File: config.mk
export PLATFORM = sky130hd
export DESIGN_NAME = crc16_modbus_hex_framer_core
export DESIGN_NICKNAME = d
export VERILOG_FILES = /design/src/hw/rtl/crcmb_pkg.sv /design/src/hw/rtl/crc16_modbus_hex_framer_core.sv /design/src/hw/rtl/crcmb_front.sv /design/src/hw/rtl/crcmb_queue.sv /design/src/hw/rtl/crcmb_back.sv
export SDC_FILE = /design/constraint.sdc
export NUM_CORES = 1
export LEC_CHECK = 0
export ABC_AREA = 1
export BUFFER_PORTS_ARGS = -buffer_cell sky130_fd_sc_hd__buf_2
export CAP_MARGIN = 20
export CORE_UTILIZATION = 62
export DETAILED_ROUTE_END_ITERATION = 8
export GPL_ROUTABILITY_DRIVEN = 0
export HOLD_SLACK_MARGIN = 0.03
export MAX_ROUTING_LAYER = met4
export PLACE_DENSITY = 0.8
export SLEW_MARGIN = 30
export SYNTH_ARGS = -nofsm -noshare
export SYNTH_HDL_FRONTEND = slang
export SYNTH_SLANG_ARGS = --single-unit
File: constraint.sdc
create_clock -name clk -period 3.5 [get_ports clk]
set_clock_uncertainty 0.2 [all_clocks]
set_input_delay 0.7 -clock clk [delete_from_list [all_inputs] [get_ports clk]]
set_output_delay 0.7 -clock clk [all_outputs]
set_load 0.05 [all_outputs]
File: src/hw/rtl/crcmb_pkg.sv
// Shared types, constants and functions of the CRC-16/MODBUS hex framer.
// Used by crcmb_front, crcmb_queue, crcmb_back and the framer core; no dependencies.
`default_nettype none

package crcmb_pkg;

    // CRC-16/MODBUS: reflected polynomial, all-ones start value
    localparam logic [15:0] CRC_INIT = 16'hFFFF;
    localparam logic [15:0] CRC_POLY = 16'hA001;

    // framing characters
    localparam logic [7:0] CH_OPEN  = 8'h40;   // '@'
    localparam logic [7:0] CH_SEP   = 8'h3A;   // ':'
    localparam logic [7:0] CH_CLOSE = 8'h26;   // '&'
    localparam logic [7:0] CH_ZERO  = 8'h30;   // '0'
    localparam logic [7:0] CH_A     = 8'h41;   // 'A'

    // default depth of the request queue between front and back
    localparam int QUEUE_DEPTH = 4;

    // one classified request handed from front to back
    typedef struct packed {
        logic [7:0]  data;
        logic        first;   // opens a frame: '@' goes out before the byte
        logic        last;    // closes a frame: ':' HHHH '&' follow the byte
        logic [15:0] crc;     // CRC after this byte, used when last is set
    } queue_entry_t;

    // character sequencer of the back end
    typedef enum logic [2:0] {
        PH_OPEN,
        PH_BYTE,
        PH_SEP,
        PH_HEX3,
        PH_HEX2,
        PH_HEX1,
        PH_HEX0,
        PH_CLOSE
    } phase_t;

    // one byte through the LSB-first CRC, eight shift/xor steps
    function automatic logic [15:0] crc_byte(input logic [15:0] crc_in, input logic [7:0] b);
        logic [15:0] c;
        c = crc_in ^ {8'h00, b};
        for (int k = 0; k < 8; k++)
        begin
            if (c[0])
                c = (c >> 1) ^ CRC_POLY;
            else
                c = c >> 1;
        end
        return c;
    endfunction

    // nibble to upper-case ASCII hex digit
    function automatic logic [7:0] hex_char(input logic [3:0] v);
        logic [7:0] r;
        if (v < 4'd10)
            r = CH_ZERO + {4'h0, v};
        else
            r = CH_A + {4'h0, v} - 8'd10;
        return r;
    endfunction

endpackage

`default_nettype wire

File: src/hw/rtl/crc16_modbus_hex_framer_core.sv
// A request's first character ('@' or the byte) goes through the queue and the output register
// before it is on out_char. Throughput: one character per cycle from the back-end sequencer
// while the queue holds a request and out_ready allows. A frame's first byte adds '@', its last byte
// adds ':' HHHH '&'. The front takes a byte per cycle while the QUEUE_DEPTH-entry queue has room.
// Reset: asynchronous, active low; clears the queue, the output valid and the sequencer,
// sets the CRC to 0xFFFF and waits for the first byte of a frame.
`default_nettype none

module crc16_modbus_hex_framer_core
#(
    parameter int QUEUE_DEPTH = crcmb_pkg::QUEUE_DEPTH
)
(
    input  wire logic       clk,
    input  wire logic       rst_n,
    input  wire logic       in_valid,
    output logic            in_ready,
    input  wire logic [7:0] data_byte,
    input  wire logic       last_byte,
    output logic            out_valid,
    input  wire logic       out_ready,
    output logic [7:0]      out_char,
    output logic            end_of_frame
);

    crcmb_pkg::queue_entry_t push_entry;
    crcmb_pkg::queue_entry_t head;
    logic push;
    logic pop;
    logic queue_full;
    logic queue_empty;

    crcmb_front u_front
    (
        .clk        (clk),
        .rst_n      (rst_n),
        .in_valid   (in_valid),
        .in_ready   (in_ready),
        .data_byte  (data_byte),
        .last_byte  (last_byte),
        .queue_full (queue_full),
        .push       (push),
        .push_entry (push_entry)
    );

    crcmb_queue #(.DEPTH(QUEUE_DEPTH)) u_queue
    (
        .clk        (clk),
        .rst_n      (rst_n),
        .push       (push),
        .push_entry (push_entry),
        .pop        (pop),
        .full       (queue_full),
        .empty      (queue_empty),
        .head       (head)
    );

    crcmb_back u_back
    (
        .clk          (clk),
        .rst_n        (rst_n),
        .queue_empty  (queue_empty),
        .head         (head),
        .pop          (pop),
        .out_valid    (out_valid),
        .out_ready    (out_ready),
        .out_char     (out_char),
        .end_of_frame (end_of_frame)
    );

endmodule

`default_nettype wire

File: src/hw/rtl/crcmb_front.sv
// Front end of the framer: takes payload bytes, tracks frame position, runs the CRC.
// Depends on crcmb_pkg; feeds crcmb_queue.
`default_nettype none

module crcmb_front
(
    input  wire logic                   clk,
    input  wire logic                   rst_n,
    input  wire logic                   in_valid,
    output logic                        in_ready,
    input  wire logic [7:0]             data_byte,
    input  wire logic                   last_byte,
    input  wire logic                   queue_full,
    output logic                        push,
    output crcmb_pkg::queue_entry_t     push_entry
);

    logic [15:0] crc_reg;
    logic [15:0] crc_next;
    logic        in_frame_reg;
    logic        in_frame_next;
    logic [15:0] crc_base;
    logic [15:0] crc_upd;

    assign in_ready = !queue_full;
    assign push     = in_valid && in_ready;

    // a new frame restarts from the initial value
    assign crc_base = in_frame_reg ? crc_reg : crcmb_pkg::CRC_INIT;
    assign crc_upd  = crcmb_pkg::crc_byte(crc_base, data_byte);

    // classified request
    always_comb
    begin
        push_entry.data  = data_byte;
        push_entry.first = !in_frame_reg;
        push_entry.last  = last_byte;
        push_entry.crc   = crc_upd;
    end

    // frame tracking and running CRC
    always_comb
    begin
        crc_next      = crc_reg;
        in_frame_next = in_frame_reg;
        if (push)
        begin
            if (last_byte)
            begin
                crc_next      = crcmb_pkg::CRC_INIT;
                in_frame_next = 1'b0;
            end
            else
            begin
                crc_next      = crc_upd;
                in_frame_next = 1'b1;
            end
        end
    end

    always_ff @(posedge clk or negedge rst_n)
    begin
        if (!rst_n)
        begin
            crc_reg      <= crcmb_pkg::CRC_INIT;
            in_frame_reg <= 1'b0;
        end
        else
        begin
            crc_reg      <= crc_next;
            in_frame_reg <= in_frame_next;
        end
    end

endmodule

`default_nettype wire

File: src/hw/rtl/crcmb_queue.sv
// Short request queue between front and back of the framer.
// Depends on crcmb_pkg for the entry type.
`default_nettype none

module crcmb_queue
#(
    parameter int DEPTH = crcmb_pkg::QUEUE_DEPTH   // 2 or more
)
(
    input  wire logic                   clk,
    input  wire logic                   rst_n,
    input  wire logic                   push,
    input  wire crcmb_pkg::queue_entry_t push_entry,
    input  wire logic                   pop,
    output logic                        full,
    output logic                        empty,
    output crcmb_pkg::queue_entry_t     head
);

    localparam int PTR_W = (DEPTH > 1) ? $clog2(DEPTH) : 1;
    localparam int CNT_W = $clog2(DEPTH + 1);

    crcmb_pkg::queue_entry_t entries_reg [DEPTH];
    logic [PTR_W-1:0] wr_ptr_reg;
    logic [PTR_W-1:0] wr_ptr_next;
    logic [PTR_W-1:0] rd_ptr_reg;
    logic [PTR_W-1:0] rd_ptr_next;
    logic [CNT_W-1:0] count_reg;
    logic [CNT_W-1:0] count_next;

    assign full  = (count_reg == CNT_W'(DEPTH));
    assign empty = (count_reg == '0);
    assign head  = entries_reg[rd_ptr_reg];

    // pointer wrap and occupancy
    always_comb
    begin
        wr_ptr_next = wr_ptr_reg;
        rd_ptr_next = rd_ptr_reg;
        count_next  = count_reg;
        if (push)
            wr_ptr_next = (wr_ptr_reg == PTR_W'(DEPTH - 1)) ? '0 : wr_ptr_reg + 1'b1;
        if (pop)
            rd_ptr_next = (rd_ptr_reg == PTR_W'(DEPTH - 1)) ? '0 : rd_ptr_reg + 1'b1;
        if (push && !pop)
            count_next = count_reg + 1'b1;
        else if (pop && !push)
            count_next = count_reg - 1'b1;
    end

    always_ff @(posedge clk or negedge rst_n)
    begin
        if (!rst_n)
        begin
            wr_ptr_reg <= '0;
            rd_ptr_reg <= '0;
            count_reg  <= '0;
        end
        else
        begin
            wr_ptr_reg <= wr_ptr_next;
            rd_ptr_reg <= rd_ptr_next;
            count_reg  <= count_next;
        end
    end

    // storage, no reset needed
    always_ff @(posedge clk)
    begin
        if (push)
            entries_reg[wr_ptr_reg] <= push_entry;
    end

    a_no_overflow: assert property (@(posedge clk) disable iff (!rst_n)
        !(push && full && !pop))
        else $error("queue push while full");

    a_no_underflow: assert property (@(posedge clk) disable iff (!rst_n)
        !(pop && empty))
        else $error("queue pop while empty");

    a_count_range: assert property (@(posedge clk) disable iff (!rst_n)
        count_reg <= CNT_W'(DEPTH))
        else $error("queue count beyond depth");

endmodule

`default_nettype wire

File: src/hw/rtl/crcmb_back.sv
// Back end of the framer: expands each queued request into framing, payload and hex CRC chars.
// Depends on crcmb_pkg; reads crcmb_queue and drives the output register.
`default_nettype none

module crcmb_back
(
    input  wire logic                    clk,
    input  wire logic                    rst_n,
    input  wire logic                    queue_empty,
    input  wire crcmb_pkg::queue_entry_t head,
    output logic                         pop,
    output logic                         out_valid,
    input  wire logic                    out_ready,
    output logic [7:0]                   out_char,
    output logic                         end_of_frame
);

    crcmb_pkg::phase_t phase_reg;
    crcmb_pkg::phase_t phase_next;
    crcmb_pkg::phase_t cur_phase;
    crcmb_pkg::phase_t adv_phase;
    logic       mid_reg;        // head request partly sent
    logic       mid_next;
    logic       load;
    logic       done;
    logic [7:0] ch;
    logic       eof;
    logic       out_valid_reg;
    logic       out_valid_next;
    logic [7:0] out_char_reg;
    logic       eof_reg;

    // where the head request stands
    assign cur_phase = mid_reg ? phase_reg
                     : (head.first ? crcmb_pkg::PH_OPEN : crcmb_pkg::PH_BYTE);
    assign load = !queue_empty && (!out_valid_reg || out_ready);
    assign pop  = load && done;

    // character select and sequencer
    always_comb
    begin
        ch        = crcmb_pkg::CH_OPEN;
        eof       = 1'b0;
        done      = 1'b0;
        adv_phase = cur_phase;
        case (cur_phase)
            crcmb_pkg::PH_OPEN:
            begin
                ch        = crcmb_pkg::CH_OPEN;
                adv_phase = crcmb_pkg::PH_BYTE;
            end
            crcmb_pkg::PH_BYTE:
            begin
                ch        = head.data;
                adv_phase = crcmb_pkg::PH_SEP;
                done      = !head.last;
            end
            crcmb_pkg::PH_SEP:
            begin
                ch        = crcmb_pkg::CH_SEP;
                adv_phase = crcmb_pkg::PH_HEX3;
            end
            crcmb_pkg::PH_HEX3:
            begin
                ch        = crcmb_pkg::hex_char(head.crc[15:12]);
                adv_phase = crcmb_pkg::PH_HEX2;
            end
            crcmb_pkg::PH_HEX2:
            begin
                ch        = crcmb_pkg::hex_char(head.crc[11:8]);
                adv_phase = crcmb_pkg::PH_HEX1;
            end
            crcmb_pkg::PH_HEX1:
            begin
                ch        = crcmb_pkg::hex_char(head.crc[7:4]);
                adv_phase = crcmb_pkg::PH_HEX0;
            end
            crcmb_pkg::PH_HEX0:
            begin
                ch        = crcmb_pkg::hex_char(head.crc[3:0]);
                adv_phase = crcmb_pkg::PH_CLOSE;
            end
            crcmb_pkg::PH_CLOSE:
            begin
                ch   = crcmb_pkg::CH_CLOSE;
                eof  = 1'b1;
                done = 1'b1;
            end
            default:
            begin
                done = 1'b1;
            end
        endcase

        phase_next = phase_reg;
        mid_next   = mid_reg;
        if (load)
        begin
            phase_next = adv_phase;
            mid_next   = !done;
        end
    end

    always_ff @(posedge clk or negedge rst_n)
    begin
        if (!rst_n)
        begin
            phase_reg <= crcmb_pkg::PH_OPEN;
            mid_reg   <= 1'b0;
        end
        else
        begin
            phase_reg <= phase_next;
            mid_reg   <= mid_next;
        end
    end

    // output register
    assign out_valid_next = load || (out_valid_reg && !out_ready);

    always_ff @(posedge clk or negedge rst_n)
    begin
        if (!rst_n)
            out_valid_reg <= 1'b0;
        else
            out_valid_reg <= out_valid_next;
    end

    always_ff @(posedge clk)
    begin
        if (load)
        begin
            out_char_reg <= ch;
            eof_reg      <= eof;
        end
    end

    assign out_valid    = out_valid_reg;
    assign out_char     = out_char_reg;
    assign end_of_frame = eof_reg;

    a_eof_is_close: assert property (@(posedge clk) disable iff (!rst_n)
        (out_valid && end_of_frame) |-> (out_char == crcmb_pkg::CH_CLOSE))
        else $error("end_of_frame on a character other than the close");

    a_pop_ends_mid: assert property (@(posedge clk) disable iff (!rst_n)
        pop |=> !mid_reg)
        else $error("sequencer still mid-request after pop");

    a_mid_needs_head: assert property (@(posedge clk) disable iff (!rst_n)
        mid_reg |-> !queue_empty)
        else $error("partly sent request left the queue");

endmodule

`default_nettype wire

==> After elaboration in Yosys (flattened, before gate mapping) <==
Memories as Yosys holds them, arrays and structs flattened.
Cells that the tools add are included.
{ "word_totals": {"output_inout_bits": 11, "inputBits": 13, "memories": 1, "elab_cells": 97, "ramBits": 104, "reg_bits": 38} }
{ "classes": {"bitwise": 9, "n_reduce_logical": 20, "muxes": 27, "n_addsub": 16, "magnitude_cmp": 4, "n_eq_ne": 10} }
{ "mem_list": {"columns": ["name", "words", "width", "rd", "rd_ports_with_merged_regs", "write_ports", "line", "source"], "rows": [
  ["u_queue.entries_reg", 4, 26, 1, 0, 1, "crcmb_queue.sv:23", "crcmb_pkg::queue_entry_t entries_reg [DEPTH];"]
]} }
{ "ops": {"columns": ["op", "count"], "rows": [
  ["two-way mux 16 bit", 10],
  ["case mux 8 bit (8 select lines)", 1],
  ["adder 7 x 4 -> 8 bit, first input constant", 4],
  ["two-way mux 8 bit", 4],
  ["subtractor 8 x 4 -> 8 bit, second input constant", 4],
  ["adder 6 x 4 -> 7 bit, first input constant", 4],
  ["NOT 2 -> 3 bit", 8],
  ["case mux 3 bit (7 select lines)", 1],
  ["less-than comparator 4 bit, second input constant", 4],
  ["XOR 16 x 8 -> 16 bit", 1],
  ["== test 3 bit, second input constant", 5],
  ["zero test 1 bit", 9],
  ["two-way mux 3 bit", 3],
  ["== test 3 x 2 -> 1 bit, second input constant", 2],
  ["logical AND 1 bit", 6],
  ["zero test 3 bit", 2],
  ["two-way mux 1 bit", 5],
  ["adder 2 x 1 -> 2 bit, second input constant", 2],
  ["== test 2 bit, second input constant", 2],
  ["two-way mux 2 bit", 2],
  ["adder 3 x 1 -> 3 bit, second input constant", 1],
  ["== test 3 x 1 -> 1 bit, second input constant", 1],
  ["subtractor 3 x 1 -> 3 bit, second input constant", 1],
  ["logical OR 1 bit", 2],
  ["2 further kinds", 2]
]} }

==> Longest topological paths before layout <==
Gate-level depths: netlist of run 1.
{ "logic_depth": {"word_depth": 19, "mapped_depth": 20, "ltp_nobuf": 20} }

==> Cells and area by module <==
Synthesis of run 1 repeated with hierarchy kept, for this count alone.
{ "unflattened": {"cells_unflattened": 732, "hier_area_um2": 7432.1} }
{ "by_module_without_submodules": {"columns": ["mod", "area_per_inst_um2", "n_inst", "seq_area_each_um2", "cells_each"], "rows": [
  ["crcmb_queue", 4719.5, 1, 3298.2, 354],
  ["crcmb_back", 1400.1, 1, 395.4, 219],
  ["crcmb_front", 1312.5, 1, 445.4, 159]
]} }

==> Least setup slack after synthesis of run 1 <==
OpenSTA, ideal clock, no wires.
{ "synth_timing": {"path_type": "input to register", "from": "input port out_ready", "to": "register u_queue.count_reg[1]", "path_slack_ps": 354, "t_arrival_ps": 2821, "setup_time_ps": 125, "n_path_buf": 0, "cell_stages": 9, "required_time_ps": 3175, "cell_sequence": "inv_1 a21oi_1 inv_1 a21oi_2 inv_1 ha_1 inv_1 fa_1 mux2_2"} }
{ "synth_via": {"elab_chain_len": 6, "word_cells_on_any_way": 8, "classes_between": "mux (1); reduce/logical (7)"} }
{ "synth_rtl": {"columns": ["element", "line", "source"], "rows": [
  ["from (decl)", "crc16_modbus_hex_framer_core.sv:21", "input wire logic out_ready,"],
  ["logical OR 1 bit", "crcmb_back.sv:36", "assign load = !queue_empty && (!out_valid_reg || out_ready);"],
  ["logical AND 1 bit", "crcmb_back.sv:36", null],
  ["net u_back.load", "crcmb_back.sv:24", "logic load;"],
  ["logical AND 1 bit", "crcmb_back.sv:37", "assign pop = load && done;"],
  ["zero test 1 bit", "crcmb_queue.sv:45", "if (push && !pop)"],
  ["logical AND 1 bit", "crcmb_queue.sv:45", null],
  ["two-way mux 3 bit", "crcmb_queue.sv:45", null],
  ["net u_queue.count_next[1]", "crcmb_queue.sv:29", "logic [CNT_W-1:0] count_next;"],
  ["to (signal assigned)", "crcmb_queue.sv:63", "count_reg <= count_next;"],
  ["to (decl)", "crcmb_queue.sv:28", "logic [CNT_W-1:0] count_reg;"]
]} }
The timed path passes the listed nets, and every way through them passes these cells.
A chain may end at the register's enable or synchronous reset.

==> Worst setup path after layout of run 1 <==
{ "layout_timing": {"from": "register u_queue.rd_ptr_reg[0]", "to": "register u_queue.count_reg[1]"} }
{ "layout_via": {"elab_chain_len": 9, "word_cells_on_any_way": 13, "classes_between": "eq/ne (2); mux (4); reduce/logical (6); memory (1)"} }
{ "layout_rtl": {"columns": ["element", "line", "source"], "rows": [
  ["from (decl)", "crcmb_queue.sv:26", "logic [PTR_W-1:0] rd_ptr_reg;"],
  ["from (signal assigned)", "crcmb_queue.sv:62", "rd_ptr_reg <= rd_ptr_next;"],
  ["memory (4 x 26 bit) *", null, null],
  ["two-way mux 1 bit", "crcmb_back.sv:35", ": (head.first ? crcmb_pkg::PH_OPEN : crcmb_pkg::PH_BYTE);"],
  ["two-way mux 3 bit", "crcmb_back.sv:34", "assign cur_phase = mid_reg ? phase_reg"],
  ["== test 3 bit or == test 3 x 1 -> 1 bit (tied branches)", "crcmb_back.sv:46", "case (cur_phase)"],
  ["case mux 1 bit (2 select lines) *", "crcmb_back.sv:46", null],
  ["logical AND 1 bit *", "crcmb_back.sv:37", null],
  ["zero test 1 bit *", "crcmb_queue.sv:45", null],
  ["logical AND 1 bit *", "crcmb_queue.sv:45", null],
  ["two-way mux 3 bit *", "crcmb_queue.sv:45", null],
  ["net u_queue.count_next[1]", "crcmb_queue.sv:29", null]
]} }
Mark *: on every way through the listed nets, which the timed path passes. The rest lies on a longest branch.

==> flow_summary_export.csv, run 1 <==
group,metric,value,unit
setup_path,worst_path_largest_cell_delay,0.45,ns
logic_synthesis,synthesis.nets,631,
route,drt_drc_violations_left,0,
cts,postCtsHoldBufs,0,
placed_design,io_buffer_count,23,
timing,hold_viol_final,0,
setup_path,cp_slowest_cell,"dfrtp_1",
pwr,powerDensity,962.2,mW/mm2
setup_path,start_kind,"register",
die,initial_core_util,64.01,%
grt,grt.overflow.total,0,
timing,slew_violations,0,
timing,post-route-min-period,3.254,ns
die,die-area,0.01112,mm2
grt,antenna_found_initial,0,
setup_path,path_cells,"inv_2, o21ai_1, o22ai_1, o21ai_1, nand3_1, inv_1, o221ai_1, a21oi_2, inv_1, ha_1, inv_1, fa_1, mux2_2",
setup_path,critPathTopFamily,"compound AO/OA/AOI/OAI gates",
setup_path,cp_common_cell,"inv_1",
pwr,p_leak,3.007,nW
cells_and_area,multi_input_area,0.002140,mm2
logic_synthesis,syn_area,0.006638,mm2
die,die_w,105.5,um
setup_path,worstSetupStartpoint,"u_queue.rd_ptr_reg[0]",
logic_synthesis,synthTopCellsByCount,"edfxtp_1, nand2_1, inv_1, nor2_1",
setup_path,r2r_cells,13,
grt,use_met2,45.77,%
placed_design,dp_hpwl,9.342,mm
cts,cts_tree,"yes",
grt,grtUsageMet3,7.730,%
logic_synthesis,synth_edf_count,113,
logic_synthesis,synth_top_area_share,51.12,%
die,die_y,105.5,um
setup_path,rr_startpoint,"u_queue.rd_ptr_reg[0]",
logic_synthesis,yosysSeqAreaShare,62.36,%
timing,relSlewSlack,49.83,%
logic_synthesis,ys_types,44,
cts,clock_sinks,142,
hold_path,worstHoldPathType,"in2async",
placed_design,dpl_cell_area,0.006935,mm2
logic_synthesis,yosys_warnings,0,
cts,cts_resized,0,
route,viasPerCell,5.871,
setup_path,path_buf_inv,4,
route,routed_wl,14.44,mm
route,drtAntennaViolNets,0,
setup_path,timing.setup.critical_path_class,"reg2reg",
cells_and_area,antenna_cells,0,
timing,fmax,0.3073,GHz
cells_and_area,drive_gt1_share,21.04,%
route,drtIter0Drc,416,
grt,grt.busiest_layer,"met2",
grt,track_usage,29.03,%
grt,grt_pass1_wl,22.92,mm
grt,grtUsageMet1,35.15,%
setup_path,cp.depth,13,
pwr,vdd_drop_max,0.0006613,V
cts,cts_max_level,4,
logic_synthesis,yosysTopAreaCell,"edfxtp_1",
cells_and_area,fin_util,72.30,%
cells_and_area,final_cell_area,0.007497,mm2
cts,numCtsBuffers,17,
logic_synthesis,synth_area_leaders,"edfxtp_1, dfstp_2, nand2_1, dfrtp_1, inv_1",
die,rows,37,
route,drt_first_pass_iters,5,
die,design.core.area,0.01037,mm2
logic_synthesis,synth-main-ff-cell,"edfxtp_1",
cts,root_buffer,"clkbuf_8",
logic_synthesis,yosysMostFrequentCell,"edfxtp_1",
timing,finalSetupViolCount,0,
route,wl_per_cell,18.23,um
logic_synthesis,synth_seq_cells,142,
setup_path,required,3.72,ns
logic_synthesis,async_reset_ff_share,20.42,%
cells_and_area,largest_reg_flops,104,
route,via_count,4650,
grt,grt_pass1_vias,4590,
cts,path_clk_slew,0.06,ns
status,status,"finished, final reports clean",
timing,worst_pin_slew,0.7526,ns
die,ioPinCount,24,
cells_and_area,nFillCells,689,
logic_synthesis,syn_inst,607,
grt,grt_max_degree,35,
setup_path,crit_path_max_fanout,7,
cts,cts.path.max_buffers,2,
job,maxCapViolations,0,
cells_and_area,nets,667,
timing,fin_crit_sh,92.96,%
setup_path,cp-end-kind,"register",
cells_and_area,regArea,0.004139,mm2
cells_and_area,area_growth,12.95,%
setup_path,critPathArrivalTime,3.47,ns
cts,clock_latency,0.54,ns
logic_synthesis,syn_area_per_cell,10.94,um2
==> power by group <==
group	internal (mW)	switching [mW]
sequential	2.49	0.181
combinational	0.852	2.03
clock	0.954	0.708
==> final timing paths <==
check                      slack, ns                         end
setup / recovery                0.25        u_queue.count_reg[1]
hold / removal                  0.03       u_queue.wr_ptr_reg[0]
setup reg to reg                0.25        u_queue.count_reg[1]
hold reg to reg                 0.30          u_front.crc_reg[4]
max in group asynchronous       2.59        u_queue.count_reg[1]
min in group clk                0.19  u_queue.entries_reg[2][23]
==> layout make-up <==
| cell class | count | share of cell area [%] |
|---|---|---|
| inverter | 73 | 3.655 |
| clock inverter | 14 | 1.819 |
| clock buffer | 18 | 5.574 |
| sequential | 142 | 55.21 |
| multi-input combinational | 372 | 28.54 |
| timing repair buffer | 37 | 2.937 |
| tap | 136 | 2.270 |
==> stage by stage <==
| stage | TNS [ns] | power, mW | hold WS [ns] | std cells | worst slack [ns] |
|---|---|---|---|---|---|
| global placement | 0 | 5.361 | 0.2593 | 759 | 0.4129 |
| finish | 0 | 7.214 | 0.02658 | 792 | 0.2463 |
| global route | -0.002684 | 7.602 | 0.06882 | 792 | -0.002684 |
| CTS | 0 | 7.176 | 0.03546 | 791 | 0.2315 |
| detailed placement | 0 | 5.498 | 0.2701 | 759 | 0.2331 |
| floorplan | 0 | 4.723 | 0.2044 | 607 | 0.3540 |
==> what timing repair did <==
action / in CTS / in global routing
buffers inserted: 0 / 1
hold endpoints to repair: 0 / 0
setup endpoints to repair: 0 / 1
==> cell usage in the layout, fill, tap and decap left out, types with 16 or more instances in the layout <==
cell,instances
buf_2,23
edfxtp_1,113
nand2_1,107
o21ai_0,29
nand3_1,29
inv_1,64
a21oi_1,29
clkbuf_16,16
nor2_1,47
dfstp_2,16
==> layer usage <==
layer | routed length (um) | share of wire [%] | vias to the layer above
li1 | - | - | 2161
met5 | 0 | 0 | -
met3 | 1264 | 8.8 | 31
met4 | 350 | 2.4 | 0
met1 | 5644 | 39 | 2226
met2 | 7179 | 50 | 232
==> kinds of logic (layout without fill, tap and decap cells) <==
group,Yosys count,count (layout),share of synthesized area (%)
adder cells (fa/ha/maj),11,11,2.187
flip-flops,142,142,62.36
buffers and inverters,93,142,5.561
multiplexers,1,1,0.1696
XOR/XNOR,20,20,2.865
AO/OA/AOI/OAI,108,108,9.991
AND/OR/NAND/NOR,232,232,16.87
(Power assumes the default switching activity.)
==> run 2: changes to the inputs <==
Settings changed: SYNTH_HIERARCHICAL from default to 1.
==> run 2 against run 1 <==
Compared with the run above:
- the run now ends with DRC left
- highest routed layer unchanged
- sequential power is essentially flat
- critical endpoint is now u_queue/count_reg[1]
- worst hold slack improved by 0.090 ns
- final cell count grew 15%
- largest cell class unchanged
==> flow_summary_export.csv, run 2 <==
group,metric,value,unit
die,initial_core_util,64.26,%
setup_path,critPathArrivalTime,3.10,ns
cells_and_area,stdcell_count,909,
setup_path,r2r_cells,14,
cells_and_area,layout_common_cells,"nand2_1, inv_1, edfxtp_1, nor2_1, nand3_1",
logic_synthesis,synth_compound_area_share,10.51,%
pwr,p_int,4.489,mW
setup_path,rr_startpoint,"u_queue/rd_ptr_reg[0]",
pwr,p_switching,3.377,mW
placed_design,dp_hpwl,10.81,mm
grt,antenna_found_initial,0,
setup_path,required,3.60,ns
logic_synthesis,synthAdderAreaFrac,1.953,%
timing,fin_tns_setup,0,ns
pwr,sw_frac_of_total,42.93,%
cts,cts.path.max_buffers,2,
hold_path,worstHoldPathType,"in2async",
cells_and_area,antenna_cells,0,
die,die_y,111.5,um
logic_synthesis,synth-main-ff-cell,"edfxtp_1",
job,maxCapViolations,0,
setup_path,worstSetupStartpoint,"u_queue/rd_ptr_reg[0]",
cts,clock_sinks,142,
setup_path,start_kind,"register",
route,viasPerCell,5.656,
cells_and_area,area_growth,9.562,%
cts,path_clk_slew,0.06,ns
setup_path,cp_slowest_cell,"buf_4",
logic_synthesis,yosysSeqAreaShare,55.69,%
setup_path,path_cells,"clkinv_2, buf_4, nand2_1, o211ai_2, nand2_1, inv_1, nand2_1, a21oi_1, inv_1, ha_1, inv_1, fa_1, nand2_1, nand2_1",
route,drtAntennaViolNets,0,
die,ioPinCount,24,
grt,grt.overflow.total,0,
placed_design,dp.cells,877,
route,wl_per_cell,17.55,um
logic_synthesis,synthTopCellsByCount,"nand2_1, inv_1, edfxtp_1, nor2_1, nand3_1",
cells_and_area,fin_util,70.41,%
grt,grt_max_degree,54,
setup_path,critical_path.reg2reg.endpoint,"u_queue/count_reg[1]",
cts,cts_resized,0,
cts,root_buffer,"clkbuf_16",
cells_and_area,largest_reg_flops,104,
timing,relSlewSlack,53.81,%
logic_synthesis,async_reset_ff_share,20.42,%
cts,numCtsBuffers,17,
logic_synthesis,synthMuxAreaShare,0,%
setup_path,worst_path_largest_cell_delay,0.47,ns
timing,rsz0062_at_grt,"no",
cells_and_area,nets,777,
status,violations,"DRC",
setup_path,rrSetupSlack,0.51,ns
die,die_w,111.5,um
logic_synthesis,synthesis.nets,756,
timing,finalSetupViolCount,0,
logic_synthesis,syn_area_per_cell,10.15,um2
route,drtIter0Drc,431,
timing,fmax,0.3339,GHz
cells_and_area,final_common_cell,"nand2_1",
route,via_count,5141,
logic_synthesis,syn_inst,732,
logic_synthesis,synth_top_area_share,45.66,%
logic_synthesis,yosysMostFrequentCell,"nand2_1",
cells_and_area,drive_gt1_share,22.06,%
status,status,"finished, violations left",
route,drt_first_pass_iters,7,
timing,worst_pin_slew,0.6928,ns
logic_synthesis,synth_top_family_by_area,"simple AND/OR/NAND/NOR gates",
cts,clock_latency,0.42,ns
logic_synthesis,syn_area,0.007432,mm2
timing,fin_crit_sh,85.57,%
logic_synthesis,synth_area_leaders,"edfxtp_1, nand2_1, inv_1, dfstp_2, o211ai_2",
setup_path,path_buf_inv,5,
setup_path,crit_path_max_fanout,48,
pwr,clockPowerShare,22.7,%
setup_path,timing.setup.critical_path_class,"reg2reg",
logic_synthesis,ys_types,41,
logic_synthesis,yosysTopAreaCell,"edfxtp_1",
timing,slew_violations,0,
cts,cts_max_level,4,
route,drt_drc_violations_left,2,
cts,post-cts-setup-buffer-count,0,
pwr,powerDensity,966.0,mW/mm2
die,rows,39,
logic_synthesis,synth_edf_count,113,
placed_design,io_buffer_count,23,
pwr,seqPwrFrac,34.3,%
grt,grt_pass1_vias,5098,
timing,hold_viol_final,0,
logic_synthesis,yosys.area_share.simple,19.34,%
cts,postCtsHoldBufs,0,
setup_path,critPathTopFamily,"buffers and inverters",
setup_path,cp-end-kind,"register",
logic_synthesis,yosys_warnings,6,
pwr,p_leak,3.618,nW
setup_path,cp_common_cell,"nand2_1",
logic_synthesis,synth_seq_cells,142,
timing,post-route-min-period,2.995,ns
die,design.core.area,0.01156,mm2
grt,track_usage,28.45,%
route,routed_wl,15.96,mm
pwr,p_comb_share,43.0,%
pwr,vdd_drop_max,0.0004743,V
cts,cts_tree,"yes",
grt,grt_pass1_wl,25.60,mm
die,die-area,0.01243,mm2
logic_synthesis,synth_xor_area_share,2.155,%
-- run 2: kinds of logic (layout without fill, tap and decap cells) --
| kind of cell | after synthesis | count (layout) |
|---|---|---|
| AND/OR/NAND/NOR | 307 | 307 |
| buffers and inverters | 168 | 202 |
| flip-flops | 142 | 142 |
| adder cells (fa/ha/maj) | 11 | 11 |
| AO/OA/AOI/OAI | 93 | 93 |
| XOR/XNOR | 11 | 11 |
-- run 2: final cells by class --
type / count / area (um2)
repair buffers: 32 / 182.7
clock inverters: 12 / 123.9
fillers: 784 / 3422
flip-flops and latches: 142 / 4139
well taps: 143 / 178.9
multi-input cells: 422 / 2524
inverters: 138 / 526.8
clock buffers: 20 / 467.9
-- run 2: how the worst max path moves through the flow --
stage | to | depth (start not counted)
2_1_floorplan | u_queue/entries_reg[3][0] | 8
3_3_place_gp | u_queue/count_reg[1] | 14
3_5_place_dp | u_queue/count_reg[1] | 14
4_1_cts | u_queue/count_reg[1] | 14
5_1_grt | u_queue/count_reg[1] | 14
6_report | u_queue/count_reg[1] | 14
-- run 2: power by group through the flow --
stage	registers (mW)	logic (mW)	clock network, mW
3_3_place_gp	2.70	3.13	0
3_5_place_dp	2.72	3.31	0
2_1_floorplan	2.85	2.45	0
6_report	2.70	3.38	1.79
4_1_cts	2.69	3.33	1.81
5_1_grt	2.74	3.71	1.87
-- run 2: per-stage QoR --
stage / power (mW) / hold WS [ns] / worst slack, ns / cell area (um2)
after detailed placement: 6.030 / 0.2697 / 0.5533 / 7551
after global placement: 5.830 / 0.2701 / 0.7262 / 7551
after global routing: 8.325 / 0.1652 / 0.2713 / 8143
after CTS: 7.833 / 0.1365 / 0.5441 / 8143
final: 7.866 / 0.1166 / 0.5051 / 8143
after floorplan: 5.294 / 0.2044 / 0.7562 / 7432
-- run 2: worst register-to-register path: stages, from the launching register on --
cell	delay (ns)
dfrtp_1	0.41
clkinv_2	0.11
buf_4	0.47
nand2_1	0.14
o211ai_2	0.09
nand2_1	0.06
inv_1	0.05
nand2_1	0.06
a21oi_1	0.26
inv_1	0.11
ha_1	0.21
inv_1	0.10
fa_1	0.45
nand2_1	0.11
nand2_1	0.05
-- run 2: routing by layer --
layer	vias to the layer above	wire, um	track usage (%)
met2	212	7881	45.50
met1	2450	6696	34.67
li1	2438	-	-
met3	41	930	6.315
met5	-	0	-
met4	0	448	13.15
==> run 3: changes to the inputs <==
Settings changed: PLACE_DENSITY 0.8 to 0.77.
==> run 3 against run 2 <==
Compared with the run above:
- the flow still finishes with violations (DRC)
- combinational power is essentially flat
- routed wire length shrank 4.5%
- setup slack gained 0.15 ns
- clock power is essentially flat
- sequential share of layout area shrank 0.26 points
- critical path type unchanged
- largest cell class unchanged
==> flow_summary_export.csv, run 3 (synthesis results as in run 2) <==
group,metric,value,unit
die,die_w,111.5,um
route,via_count,5170,
cts,clock_latency,0.43,ns
placed_design,dp_hpwl,10.49,mm
hold_path,worstHoldPathType,"in2async",
grt,grt.overflow.total,0,
cts,clock_sinks,142,
cts,root_buffer,"clkbuf_16",
die,rows,39,
pwr,powerDensity,959.6,mW/mm2
grt,grt_pass1_vias,4976,
route,viasPerCell,5.669,
die,die-area,0.01243,mm2
cts,cts_max_level,4,
route,drt_drc_violations_left,3,
cells_and_area,largest_reg_flops,104,
grt,grtUsageMet1,31.25,%
setup_path,cp-end-kind,"register",
setup_path,required,3.62,ns
timing,fin_tns_setup,0,ns
cts,numCtsBuffers,17,
setup_path,timing.setup.critical_path_class,"reg2reg",
setup_path,start_kind,"register",
cells_and_area,antenna_cells,0,
setup_path,rrSetupSlack,0.66,ns
die,initial_core_util,64.26,%
route,wl_per_cell,16.71,um
timing,relSlewSlack,52.07,%
timing,hold_viol_final,0,
cells_and_area,final_common_cell,"nand2_1",
setup_path,critical_path.reg2reg.endpoint,"u_queue/count_reg[1]",
route,routed_wl,15.24,mm
die,ioPinCount,24,
setup_path,rr_startpoint,"u_queue/rd_ptr_reg[0]",
timing,fmax,0.3521,GHz
pwr,vdd_drop_max,0.0004813,V
grt,track_usage,27.06,%
cells_and_area,nets,780,
status,status,"finished, violations left",
timing,post-route-min-period,2.841,ns
grt,grt_max_degree,45,
cts,post-cts-setup-buffer-count,0,
cells_and_area,fin_util,70.77,%
die,design.core.area,0.01156,mm2
die,die_y,111.5,um
placed_design,io_buffer_count,23,
route,drtIter0Drc,444,
cts,cts.path.max_buffers,2,
grt,antenna_found_initial,0,
timing,finalSetupViolCount,0,
cells_and_area,area_growth,10.12,%
grt,grt_pass1_wl,24.40,mm
cts,cts_resized,0,
cells_and_area,layout_common_cells,"nand2_1, inv_1, edfxtp_1, nor2_1, nand3_1",
timing,rsz0062_at_grt,"no",
cts,postCtsHoldBufs,0,
cts,path_clk_slew,0.06,ns
setup_path,crit_path_max_fanout,32,
grt,grtUsageMet3,4.682,%
cells_and_area,final_cell_area,0.008184,mm2
cells_and_area,drive_gt1_share,22.37,%
setup_path,r2r_cells,14,
grt,grt.busiest_layer,"met2",
placed_design,dpl_cell_area,0.007586,mm2
cts,cts_tree,"yes",
status,violations,"DRC",
job,maxCapViolations,0,
timing,fin_crit_sh,81.16,%
route,drtAntennaViolNets,0,
timing,slew_violations,0,
timing,worst_pin_slew,0.7190,ns
setup_path,critPathArrivalTime,2.96,ns
pwr,p_leak,3.635,nW
grt,use_met2,44.33,%
route,drt_first_pass_iters,7,
==> run 3: cell types whose count changed in the layout (fill, tap and decap cells not counted) <==
cell	delta
inv_8	-2
clkinv_2	+3
inv_6	-2
clkbuf_8	-1
buf_12	+1
inv_4	-1
buf_4	+2
clkinv_4	+1
clkinvlp_4	+1
clkbuf_16	-1
bufinv_16	+2
==> run 3: stage by stage <==
step,power (mW),worst slack [ns],cells,hold slack [ns]
CTS,7.840,0.6947,912,0.1405
global route,8.332,0.4943,912,0.1631
floorplan,5.294,0.7562,732,0.2044
global placement,5.855,0.8562,880,0.2672
finish,7.853,0.6595,912,0.1179
detailed placement,6.021,0.7458,880,0.2760
==> run 3: cell type report <==
type,count,area (um2)
sequential,142,4139
fill,790,3381
multi-input combinational,422,2524
inverter,138,526.8
clock buffer,18,429.2
timing repair buffer,35,217.7
tap,143,178.9
clock inverter,14,168.9
==> run 3: how the worst max path moves through the flow <==
stage | startpoint | cells after the start | to
2_1_floorplan | u_queue/count_reg[2] | 8 | u_queue/entries_reg[3][0]
3_3_place_gp | u_queue/rd_ptr_reg[1] | 14 | u_queue/count_reg[1]
4_1_cts | u_queue/rd_ptr_reg[0] | 14 | u_queue/count_reg[1]
3_5_place_dp | u_queue/rd_ptr_reg[0] | 14 | u_queue/count_reg[1]
5_1_grt | u_queue/rd_ptr_reg[0] | 14 | u_queue/count_reg[1]
6_report | u_queue/rd_ptr_reg[0] | 14 | u_queue/count_reg[1]
==> run 3: where the power goes <==
part	internal [mW]	switching, mW
combinational	0.988	2.37
clock	1.12	0.693
sequential	2.46	0.218
total	4.57	3.28
==> run 3: per-layer routing <==
layer / part of all wire, % / vias to the layer above
met3: 5.5 / 54
met5: 0 / -
met1: 41 / 2488
met4: 4.3 / 0
li1: - / 2446
met2: 49 / 182
==> run 3: critical path, cell delays in order (launching register included) <==
cell and delay [ns]:
dfrtp_1 0.41, clkinv_2 0.12, buf_4 0.34, nand2_1 0.15
o211ai_2 0.09, nand2_1 0.07, inv_1 0.06, nand2_1 0.06
a21oi_1 0.28, inv_1 0.13, ha_1 0.21, inv_1 0.09
fa_1 0.41, nand2_1 0.07, nand2_1 0.05
